File: src/design/het_pkg.sv
// ----------------------------------------------------------------------------
// het_pkg: shared types and constants for the hall edge tachometer
// Request and result payloads, per-channel state entry, memory write port,
// speed unit handshake and the fixed-point constants of the rpm and speed math.
// ----------------------------------------------------------------------------
package het_pkg;

  // Channel addressing: the channel field is one bit wide
  localparam int CH_W     = 1;
  localparam int CH_DEPTH = 2 ** CH_W;
  localparam int CHANNELS = 2;

  // Result widths
  localparam int RPM_W = 17;
  localparam int MPH_W = 19;
  localparam int KPH_W = 18;

  // rpm_q4 = 480000000 / (elapsed * pulses_per_rev), zero below PRODUCT_MIN
  localparam longint RPM_NUM_Q4  = 480000000;
  localparam int     PROD_W      = 40;
  localparam longint PRODUCT_MIN = 6000;
  // Quotient fits RPM_W bits, so the division starts at the top of the dividend
  localparam longint RPM_REM_INIT = RPM_NUM_Q4 / (2 ** RPM_W);
  localparam longint RPM_LOW_INIT = RPM_NUM_Q4 % (2 ** RPM_W);

  // mph divisor 1013760 = 2^11 * 495, kph divisor 1600000 = 2^9 * 3125
  localparam int SCL_W     = 39;
  localparam int MPH_SHIFT = 11;
  localparam int KPH_SHIFT = 9;
  localparam int MPH_Y_W   = SCL_W - MPH_SHIFT;
  localparam int KPH_Y_W   = SCL_W - KPH_SHIFT;

  // Divide by the odd parts with a reciprocal multiply and shift; the
  // rounded-up reciprocals are exact over the full width of the scaled value
  localparam longint MPH_RECIP    = 277654452;   // ceil(2^37 / 495)
  localparam int     MPH_RECIP_SH = 37;
  localparam int     MPH_P_W      = MPH_Y_W + 29;
  localparam longint KPH_RECIP    = 1407374884;  // ceil(2^42 / 3125)
  localparam int     KPH_RECIP_SH = 42;
  localparam int     KPH_P_W      = KPH_Y_W + 31;

  // Configuration register indexes
  localparam int CFG_IDX_W = 2;
  typedef enum logic [CFG_IDX_W-1:0] {
    CFG_TIMEOUT  = 2'd0,
    CFG_PPR      = 2'd1,
    CFG_CIRC_IN  = 2'd2,
    CFG_CIRC_CM  = 2'd3
  } cfg_idx_t;

  typedef logic [CH_W-1:0] ch_t;

  typedef struct packed {
    logic        channel;
    logic        level;
    logic [31:0] now_us;
  } in_t;

  typedef struct packed {
    logic             out_channel;
    logic [RPM_W-1:0] rpm_q4;
    logic [MPH_W-1:0] mph_x100;
    logic [KPH_W-1:0] kph_x100;
    logic             edge_seen;
    logic             timed_out;
  } out_t;

  // Per-channel state entry
  typedef struct packed {
    logic             level;
    logic [31:0]      last_edge;
    logic [31:0]      deadline;
    logic [RPM_W-1:0] rpm;
    logic [MPH_W-1:0] mph;
    logic [KPH_W-1:0] kph;
  } ent_t;

  typedef struct packed {
    logic en;
    ch_t  addr;
    ent_t data;
  } mem_wr_t;

  typedef struct packed {
    logic        start;
    logic [31:0] elapsed;
    logic [7:0]  ppr;
    logic [15:0] circ_in;
    logic [15:0] circ_cm;
  } spd_req_t;

  typedef struct packed {
    logic             done;
    logic [RPM_W-1:0] rpm;
    logic [MPH_W-1:0] mph;
    logic [KPH_W-1:0] kph;
  } spd_rsp_t;

endpackage

File: src/design/het_mem.sv
// ----------------------------------------------------------------------------
// het_mem: per-channel state memory
// Synchronous memory, one write and one read port, read data registered.
// A valid bit per entry makes never-written entries read as all zero.
// ----------------------------------------------------------------------------
module het_mem (
  input  logic             clk,
  input  logic             rst_n,
  input  logic             rd_en,
  input  het_pkg::ch_t     rd_addr,
  output het_pkg::ent_t    rd_data,
  input  het_pkg::mem_wr_t wr
);

  het_pkg::ent_t                  mem_r [het_pkg::CH_DEPTH];
  logic [het_pkg::CH_DEPTH-1:0]   vld_r;
  het_pkg::ent_t                  rd_data_r;
  logic                           rd_vld_r;

  // Store entries
  always_ff @(posedge clk) begin
    if (wr.en) begin
      mem_r[wr.addr] <= wr.data;
    end
  end

  // Mark written entries, register read data
  always_ff @(posedge clk) begin
    if (!rst_n) begin
      vld_r    <= '0;
      rd_vld_r <= 1'b0;
    end else begin
      if (wr.en) begin
        vld_r[wr.addr] <= 1'b1;
      end
      if (rd_en) begin
        rd_vld_r <= vld_r[rd_addr];
      end
    end
  end

  always_ff @(posedge clk) begin
    if (rd_en) begin
      rd_data_r <= mem_r[rd_addr];
    end
  end

  // Unwritten entries read as reset state
  assign rd_data = rd_vld_r ? rd_data_r : '0;

endmodule

File: src/design/het_speed.sv
// ----------------------------------------------------------------------------
// het_speed: rpm and speed computation unit
// Multiplies elapsed time by pulses per revolution, divides serially for rpm,
// scales by the wheel circumferences and divides by the odd parts of the mph
// and kph constants with one reciprocal multiply each.
// ----------------------------------------------------------------------------
module het_speed (
  input  logic              clk,
  input  logic              rst_n,
  input  het_pkg::spd_req_t req,
  output het_pkg::spd_rsp_t rsp
);

  typedef enum logic [2:0] {
    SP_IDLE,
    SP_MUL,
    SP_CHK,
    SP_DIV,
    SP_SCL1,
    SP_SCL2,
    SP_RECIP,
    SP_DONE
  } sp_state_t;

  localparam int CNT_W = $clog2(het_pkg::RPM_W + 1);

  sp_state_t                         state_r;
  logic [CNT_W-1:0]                  cnt_r;
  logic [31:0]                       el_r;
  logic [7:0]                        ppr_r;
  logic [15:0]                       cin_r;
  logic [15:0]                       ccm_r;
  logic [het_pkg::PROD_W-1:0]        prod_r;
  logic [het_pkg::PROD_W-1:0]        rem_r;
  logic [het_pkg::RPM_W-1:0]         rq_r;
  logic [32:0]                       am_r;
  logic [32:0]                       ak_r;
  logic [het_pkg::MPH_Y_W-1:0]       ym_r;
  logic [het_pkg::KPH_Y_W-1:0]       yk_r;
  logic [het_pkg::MPH_W-1:0]         qm_r;
  logic [het_pkg::KPH_W-1:0]         qk_r;

  logic [het_pkg::PROD_W:0]          rt;
  logic                              rge;
  logic [het_pkg::SCL_W-1:0]         am60;
  logic [het_pkg::SCL_W-1:0]         ak60;
  logic [het_pkg::MPH_P_W-1:0]       pm;
  logic [het_pkg::KPH_P_W-1:0]       pk;

  // One restoring step of the rpm division
  assign rt  = {rem_r, rq_r[het_pkg::RPM_W-1]};
  assign rge = (rt >= {1'b0, prod_r});

  // Scale by 60 with shift and subtract
  assign am60 = ({6'd0, am_r} << 6) - ({6'd0, am_r} << 2);
  assign ak60 = ({6'd0, ak_r} << 6) - ({6'd0, ak_r} << 2);

  // Reciprocal products for the odd parts of the divisors
  assign pm = het_pkg::MPH_P_W'(ym_r) * het_pkg::MPH_P_W'(het_pkg::MPH_RECIP);
  assign pk = het_pkg::KPH_P_W'(yk_r) * het_pkg::KPH_P_W'(het_pkg::KPH_RECIP);

  // Sequence the computation
  always_ff @(posedge clk) begin
    if (!rst_n) begin
      state_r <= SP_IDLE;
      cnt_r   <= '0;
    end else begin
      unique case (state_r)
        SP_IDLE: begin
          if (req.start) begin
            state_r <= SP_MUL;
          end
        end
        SP_MUL: begin
          state_r <= SP_CHK;
        end
        SP_CHK: begin
          if (prod_r < het_pkg::PROD_W'(het_pkg::PRODUCT_MIN)) begin
            state_r <= SP_SCL1;
          end else begin
            cnt_r   <= CNT_W'(het_pkg::RPM_W);
            state_r <= SP_DIV;
          end
        end
        SP_DIV: begin
          cnt_r <= cnt_r - 1'b1;
          if (cnt_r == CNT_W'(1)) begin
            state_r <= SP_SCL1;
          end
        end
        SP_SCL1: begin
          state_r <= SP_SCL2;
        end
        SP_SCL2: begin
          state_r <= SP_RECIP;
        end
        SP_RECIP: begin
          state_r <= SP_DONE;
        end
        SP_DONE: begin
          state_r <= SP_IDLE;
        end
        default: begin
          state_r <= SP_IDLE;
        end
      endcase
    end
  end

  // Datapath
  always_ff @(posedge clk) begin
    case (state_r)
      SP_IDLE: begin
        if (req.start) begin
          el_r  <= req.elapsed;
          ppr_r <= req.ppr;
          cin_r <= req.circ_in;
          ccm_r <= req.circ_cm;
        end
      end
      SP_MUL: begin
        prod_r <= el_r * ppr_r;
      end
      SP_CHK: begin
        rem_r <= het_pkg::PROD_W'(het_pkg::RPM_REM_INIT);
        if (prod_r < het_pkg::PROD_W'(het_pkg::PRODUCT_MIN)) begin
          rq_r <= '0;
        end else begin
          rq_r <= het_pkg::RPM_W'(het_pkg::RPM_LOW_INIT);
        end
      end
      SP_DIV: begin
        if (rge) begin
          rem_r <= het_pkg::PROD_W'(rt - {1'b0, prod_r});
        end else begin
          rem_r <= rt[het_pkg::PROD_W-1:0];
        end
        rq_r <= {rq_r[het_pkg::RPM_W-2:0], rge};
      end
      SP_SCL1: begin
        am_r <= rq_r * cin_r;
        ak_r <= rq_r * ccm_r;
      end
      SP_SCL2: begin
        // Drop the power-of-two factor of each divisor
        ym_r <= am60[het_pkg::SCL_W-1:het_pkg::MPH_SHIFT];
        yk_r <= ak60[het_pkg::SCL_W-1:het_pkg::KPH_SHIFT];
      end
      SP_RECIP: begin
        qm_r <= pm[het_pkg::MPH_RECIP_SH +: het_pkg::MPH_W];
        qk_r <= pk[het_pkg::KPH_RECIP_SH +: het_pkg::KPH_W];
      end
      default: begin
      end
    endcase
  end

  assign rsp.done = (state_r == SP_DONE);
  assign rsp.rpm  = rq_r;
  assign rsp.mph  = qm_r;
  assign rsp.kph  = qk_r;

endmodule

File: src/design/hall_edge_tachometer.sv
// ----------------------------------------------------------------------------
// hall_edge_tachometer: per-channel period-measuring tachometer
// Each request is one poll of a sensor level with a timestamp; an edge
// yields rpm, mph and kph readings, a missed deadline zeroes them.
//
//   Channel   Ports                            Direction  Payload
//   request   in_valid / in_ready / in_data    in         het_pkg::in_t
//   result    out_valid / out_ready / out_data out        het_pkg::out_t
//   config    cfg_we / cfg_index / cfg_data    in         32-bit write
//
// A poll without an edge reads the channel entry and returns its stored
// readings; a poll with an edge also runs het_speed: multiply, range check,
// serial rpm division (17 steps), scaling, reciprocal multiply and hand-back,
// with the division skipped when the product is under the rpm limit.
// One request is in flight at a time; the next is accepted once the result
// sits in the output register.
// Reset clears the configuration to its defaults and all channel state.
// A stalled result holds in the output register; the next result then waits in S_DONE and blocks further requests.
// ----------------------------------------------------------------------------
module hall_edge_tachometer (
  input  logic                            clk,
  input  logic                            rst_n,
  input  logic                            in_valid,
  output logic                            in_ready,
  input  het_pkg::in_t                    in_data,
  output logic                            out_valid,
  input  logic                            out_ready,
  output het_pkg::out_t                   out_data,
  input  logic                            cfg_we,
  input  logic [het_pkg::CFG_IDX_W-1:0]   cfg_index,
  input  logic [31:0]                     cfg_data
);

  typedef enum logic [1:0] {
    S_IDLE,
    S_READ,
    S_CALC,
    S_DONE
  } state_t;

  state_t            state_r;
  het_pkg::in_t      in_r;
  het_pkg::out_t     res_r;
  het_pkg::out_t     out_data_r;
  logic              out_valid_r;
  logic [31:0]       timeout_r;
  logic [7:0]        ppr_r;
  logic [15:0]       cin_r;
  logic [15:0]       ccm_r;

  het_pkg::ent_t     rd_data;
  het_pkg::mem_wr_t  wr;
  het_pkg::spd_req_t req;
  het_pkg::spd_rsp_t rsp;
  het_pkg::out_t     read_res;
  logic              accept;
  logic              ch_ok;
  logic              edge_hit;
  logic              tmo_hit;

  assign in_ready = (state_r == S_IDLE);
  assign accept   = in_valid && in_ready;
  assign ch_ok    = (32'(in_r.channel) < het_pkg::CHANNELS);
  assign edge_hit = ch_ok && (in_r.level != rd_data.level);
  assign tmo_hit  = ch_ok && !edge_hit && (in_r.now_us > rd_data.deadline);

  het_mem u_mem (
    .clk     (clk),
    .rst_n   (rst_n),
    .rd_en   (accept),
    .rd_addr (het_pkg::ch_t'(in_data.channel)),
    .rd_data (rd_data),
    .wr      (wr)
  );

  // Start the speed unit on an edge
  always_comb begin
    req.start   = (state_r == S_READ) && edge_hit;
    req.elapsed = in_r.now_us - rd_data.last_edge;
    req.ppr     = ppr_r;
    req.circ_in = cin_r;
    req.circ_cm = ccm_r;
  end

  het_speed u_speed (
    .clk   (clk),
    .rst_n (rst_n),
    .req   (req),
    .rsp   (rsp)
  );

  // Write back the channel entry on timeout or on a finished edge
  always_comb begin
    wr = '0;
    wr.addr = het_pkg::ch_t'(in_r.channel);
    if ((state_r == S_READ) && tmo_hit) begin
      wr.en             = 1'b1;
      wr.data           = '0;
      wr.data.level     = rd_data.level;
      wr.data.last_edge = in_r.now_us;
      wr.data.deadline  = rd_data.deadline;
    end else if ((state_r == S_CALC) && rsp.done) begin
      wr.en             = 1'b1;
      wr.data.level     = in_r.level;
      wr.data.last_edge = in_r.now_us;
      wr.data.deadline  = in_r.now_us + timeout_r;
      wr.data.rpm       = rsp.rpm;
      wr.data.mph       = rsp.mph;
      wr.data.kph       = rsp.kph;
    end
  end

  // Result of a poll without an edge: stored readings, or zero on timeout
  always_comb begin
    read_res             = '0;
    read_res.out_channel = in_r.channel;
    if (ch_ok && !tmo_hit) begin
      read_res.rpm_q4   = rd_data.rpm;
      read_res.mph_x100 = rd_data.mph;
      read_res.kph_x100 = rd_data.kph;
    end
    read_res.timed_out = tmo_hit;
  end

  // Configuration registers
  always_ff @(posedge clk) begin
    if (!rst_n) begin
      timeout_r <= 32'd1000000;
      ppr_r     <= 8'd45;
      cin_r     <= 16'd2500;
      ccm_r     <= 16'd6350;
    end else if (cfg_we) begin
      unique case (het_pkg::cfg_idx_t'(cfg_index))
        het_pkg::CFG_TIMEOUT: timeout_r <= cfg_data;
        het_pkg::CFG_PPR:     ppr_r     <= cfg_data[7:0];
        het_pkg::CFG_CIRC_IN: cin_r     <= cfg_data[15:0];
        het_pkg::CFG_CIRC_CM: ccm_r     <= cfg_data[15:0];
        default: begin
        end
      endcase
    end
  end

  // Sequence one request: read, decide, compute, deliver
  always_ff @(posedge clk) begin
    if (!rst_n) begin
      state_r     <= S_IDLE;
      out_valid_r <= 1'b0;
    end else begin
      if (out_valid_r && out_ready && (state_r != S_DONE)) begin
        out_valid_r <= 1'b0;
      end
      unique case (state_r)
        S_IDLE: begin
          if (accept) begin
            in_r    <= in_data;
            state_r <= S_READ;
          end
        end
        S_READ: begin
          if (edge_hit) begin
            state_r <= S_CALC;
          end else begin
            res_r   <= read_res;
            state_r <= S_DONE;
          end
        end
        S_CALC: begin
          if (rsp.done) begin
            res_r   <= '{out_channel: in_r.channel, rpm_q4: rsp.rpm,
                         mph_x100: rsp.mph, kph_x100: rsp.kph,
                         edge_seen: 1'b1, timed_out: 1'b0};
            state_r <= S_DONE;
          end
        end
        S_DONE: begin
          if (!out_valid_r || out_ready) begin
            out_data_r  <= res_r;
            out_valid_r <= 1'b1;
            state_r     <= S_IDLE;
          end
        end
        default: begin
          state_r <= S_IDLE;
        end
      endcase
    end
  end

  assign out_valid = out_valid_r;
  assign out_data  = out_data_r;

endmodule

File: config.mk
export PLATFORM = sky130hd
export DESIGN_NAME = hall_edge_tachometer
export DESIGN_NICKNAME = d
export VERILOG_FILES = /design/src/design/het_pkg.sv /design/src/design/het_mem.sv /design/src/design/het_speed.sv /design/src/design/hall_edge_tachometer.sv
export SDC_FILE = /design/constraint.sdc
export NUM_CORES = 2
export LEC_CHECK = 0
export ABC_AREA = 1
export BUFFER_PORTS_ARGS = -buffer_cell sky130_fd_sc_hd__clkbuf_2
export CAP_MARGIN = 20
export CORE_ASPECT_RATIO = 0.8
export CORE_MARGIN = 3
export CORE_UTILIZATION = 35
export CTS_CLUSTER_DIAMETER = 150
export DETAILED_ROUTE_END_ITERATION = 10
export PLACE_DENSITY = 0.55
export SETUP_SLACK_MARGIN = 0.5
export SLEW_MARGIN = 30
export SYNTH_ARGS = -nofsm -noshare
export SYNTH_HDL_FRONTEND = slang
export SYNTH_SLANG_ARGS = --single-unit
File: constraint.sdc
create_clock -name clk -period 8.06 [get_ports clk]
set_input_delay 0.403 -clock clk [delete_from_list [all_inputs] [get_ports clk]]
set_output_delay 0.403 -clock clk [all_outputs]
set_load 0.1 [all_outputs]
==> flow_metrics.env <==
export IMPL_async_flop_share=0
export IMPL_nets=13700
export IMPL_period_share=0.843
export IMPL_overflow=0
export IMPL_cts_tree="yes"
export IMPL_place_congestion=0.949
export IMPL_cts_max_path_buffers=3
export IMPL_place_detailed_hpwl_um=237000
export IMPL_yosysSeqAreaShare=0.271
export IMPL_rsz0062_at_grt="false"
export IMPL_die_area_um2=289000
export IMPL_netlist_area_um2=99000
export IMPL_routed_via_count=73200
export IMPL_area_delta_synth_final_pct=9.33
export IMPL_arrival_ns=7.35
export IMPL_timing_fmax_mhz=147
export IMPL_fin_cells=15200
export IMPL_first_pass_iters=8
export IMPL_drc=0
export IMPL_ant_nets=0
export IMPL_crit_start="u_speed.yk_r[13]"
export IMPL_die_h_um=482
export IMPL_layout_drive_gt1_share=0.0383
export IMPL_cts_root_buffer="clkbuf_16"
export IMPL_maxCapViolCount=0
export IMPL_avgViaCountPerCell=4.81
export IMPL_cp_end_kind="flop"
export IMPL_r2r_cells=22
export IMPL_synth_area_leader_cell="edfxtp_1"
export IMPL_status="completed"
export IMPL_postSynthCellCount=11300
export IMPL_dp_cells=15000
export IMPL_r2r_start="u_speed.yk_r[13]"
export IMPL_syn_area_per_cell_um2=8.80
export IMPL_crit_type="reg -> reg"
export IMPL_finalSetupTns_ns=0
export IMPL_yosys_top_cells_count="inv_1 (2546), nand2_1 (2541), fa_1 (1192)"
export IMPL_hold_viol_final=0
export IMPL_grt_max_degree=86
export IMPL_ys_ff_latch=921
export IMPL_grt_pass1_wl_um=448000
export IMPL_post_cts_resized=0
export IMPL_setup_viol=0
export IMPL_wl_per_cell_um=19.1
export IMPL_hold_ws_ns=0.0657
export IMPL_worstMarginPinSlew_ns=1.09
export IMPL_portBuffers=131
export IMPL_critPathMaxFanout=13
export IMPL_ys_flop_type="edfxtp_1"
export IMPL_cts_buffers=102
export IMPL_synth_area_top_cells="edfxtp_1 (25%), fa_1 (24%), ha_1 (15%)"
export IMPL_cts_sinks=921
export IMPL_fin_crit_ns=6.79
export IMPL_critPathRequiredTime_ns=8.62
export IMPL_drtIter0Drc=6187
export IMPL_routed_wl_um=290000
export IMPL_antenna_found_initial=7
export IMPL_start_util=0.352
export IMPL_core_rowCount=174
export IMPL_htreeDepth=3
export IMPL_rrSetupSlack_ns=1.27
export IMPL_synth_most_common_cell="inv_1"
export IMPL_skew_ns=0.115
export IMPL_clk_pin_slew_ns=0.08
export IMPL_core_um2=281000
export IMPL_yosys_warnings=0
export IMPL_crit_end="u_speed.qk_r[12]"
export IMPL_synth_edf_count=835
export IMPL_grt_usage=0.200
export IMPL_io_pin_count=132
export IMPL_hp_class="in -> reg"
export IMPL_grt_pass1_vias=72900
export IMPL_yosysTopAreaCellShare=0.253
export IMPL_ys_types=49
export IMPL_synth_nets=13700
export IMPL_clock_latency_ns=0.81
export IMPL_slew_limit_headroom=0.264
export IMPL_crit_path_start_kind="flop"
export IMPL_drv_slew=0
export IMPL_die_w_um=601
export IMPL_r2r_end="u_speed.qk_r[12]"
[critical path: stages, from the launching register on]
cell and delay, ns:
edfxtp_1 0.91, ha_1 0.43, fa_1 0.50, inv_1 0.11, fa_1 0.58, fa_1 0.45, fa_1 0.54, inv_1 0.05
fa_1 0.47, inv_1 0.05, fa_1 0.45, fa_1 0.49, inv_1 0.04, ha_1 0.30, a21oi_1 0.22, nor2_1 0.06
nor2_1 0.26, nor2_1 0.07, nor2_1 0.16, nor2_1 0.06, o21bai_1 0.12, nand3_1 0.10, xor2_1 0.16
[per-layer routing]
| layer | track usage | routed length [µm] | up-vias |
|---|---|---|---|
| met5 | 0 | 0 | - |
| met4 | 0.0385 | 5500 | 0 |
| met3 | 0.0246 | 16700 | 218 |
| met2 | 0.296 | 122000 | 1888 |
| met1 | 0.312 | 146000 | 35900 |
| li1 | - | - | 35200 |
[sequential cells by signal, summed over array words and instances (netlist names), 16 cells and up]
register,flops
u_mem.mem_r,238
timeout_r,32
u_speed.yk_r,30
u_speed.rq_r,17
u_mem.rd_data_r,119
u_speed.am_r,33
u_speed.prod_r,40
res_r,57
u_speed.cin_r,16
u_speed.ccm_r,16
u_speed.ym_r,28
cin_r,16
u_speed.qm_r,19
ccm_r,16
out_data,57
u_speed.ak_r,33
u_speed.el_r,32
u_speed.rem_r,40
u_speed.qk_r,18
in_r,34
[what timing repair did]
item	4_1_cts	5_1_grt
endpoints found under the hold margin	46	3
hold buffers	52	3
endpoints found under the setup margin	0	0
setup buffers	0	0
[worst min-delay path by stage]
stage	from	slack (ns)	depth (start not counted)	end
after floorplan	res_r[0]	0.40	0	out_data[0]
after global placement	res_r[47]	0.40	0	out_data[47]
after detailed placement	res_r[55]	0.41	0	out_data[55]
after CTS	in_valid	0.01	4	state_r[1]
after global routing	in_data[23]	0.004	1	in_r[23]
final	in_data[20]	0.07	1	in_r[20]
[cell type report]
class	count	area [µm²]
timing repair buffer	262	1830
clock inverter	69	968
inverter	2551	9600
tap	3784	4730
antenna	7	17.5
sequential	921	26800
multi-input combinational	7494	61600
fill	28700	173000
clock buffer	125	2740
[metrics by stage]
stage,worst slack (ns),area (µm²),util
global placement,1.28,104000,0.369
detailed placement,1.21,104000,0.370
floorplan,2.01,99000,-
CTS,1.19,108000,0.385
global route,0.946,108000,0.385
finish,1.27,108000,0.385
[layout by cell type (no fill, tap or decap), types with 15 or more instances in the layout]
cell | synthesis | routed
inv_1 | 2546 | 2540
nand2_1 | 2541 | 2540
fa_1 | 1192 | 1192
ha_1 | 1152 | 1151
edfxtp_1 | 835 | 835
nor2_1 | 775 | 765
a21oi_1 | 475 | 475
o21ai_0 | 368 | 364
nand3_1 | 302 | 302
xor2_1 | 147 | 147
clkbuf_2 | 24 | 129
clkbuf_16 | 0 | 103
dfxtp_1 | 86 | 85
xnor2_1 | 80 | 80
nand4_1 | 74 | 74
buf_4 | 1 | 70
nor3_1 | 72 | 68
dlygate4sd3_1 | 0 | 55
o21bai_1 | 45 | 45
a21o_1 | 41 | 41
a31oi_1 | 34 | 34
o22ai_1 | 25 | 25
o211ai_1 | 24 | 24
nor4_1 | 23 | 23
o21a_1 | 22 | 22
a21boi_0 | 18 | 18
nand3b_1 | 16 | 16
bufinv_16 | 0 | 15
[cells by family after synthesis]
| kind of cell | count (synthesis) | share of synthesized area |
|---|---|---|
| flip-flops | 921 | 0.271 |
| adder cells (fa/ha/maj) | 2344 | 0.386 |
| AND/OR/NAND/NOR | 3845 | 0.155 |
| AO/OA/AOI/OAI | 1078 | 0.0597 |
| buffers and inverters | 2837 | 0.108 |
| XOR/XNOR | 227 | 0.0201 |
Power is not shown: default switching activity piles up to over one toggle a cycle in this logic, so the estimate is an artifact.
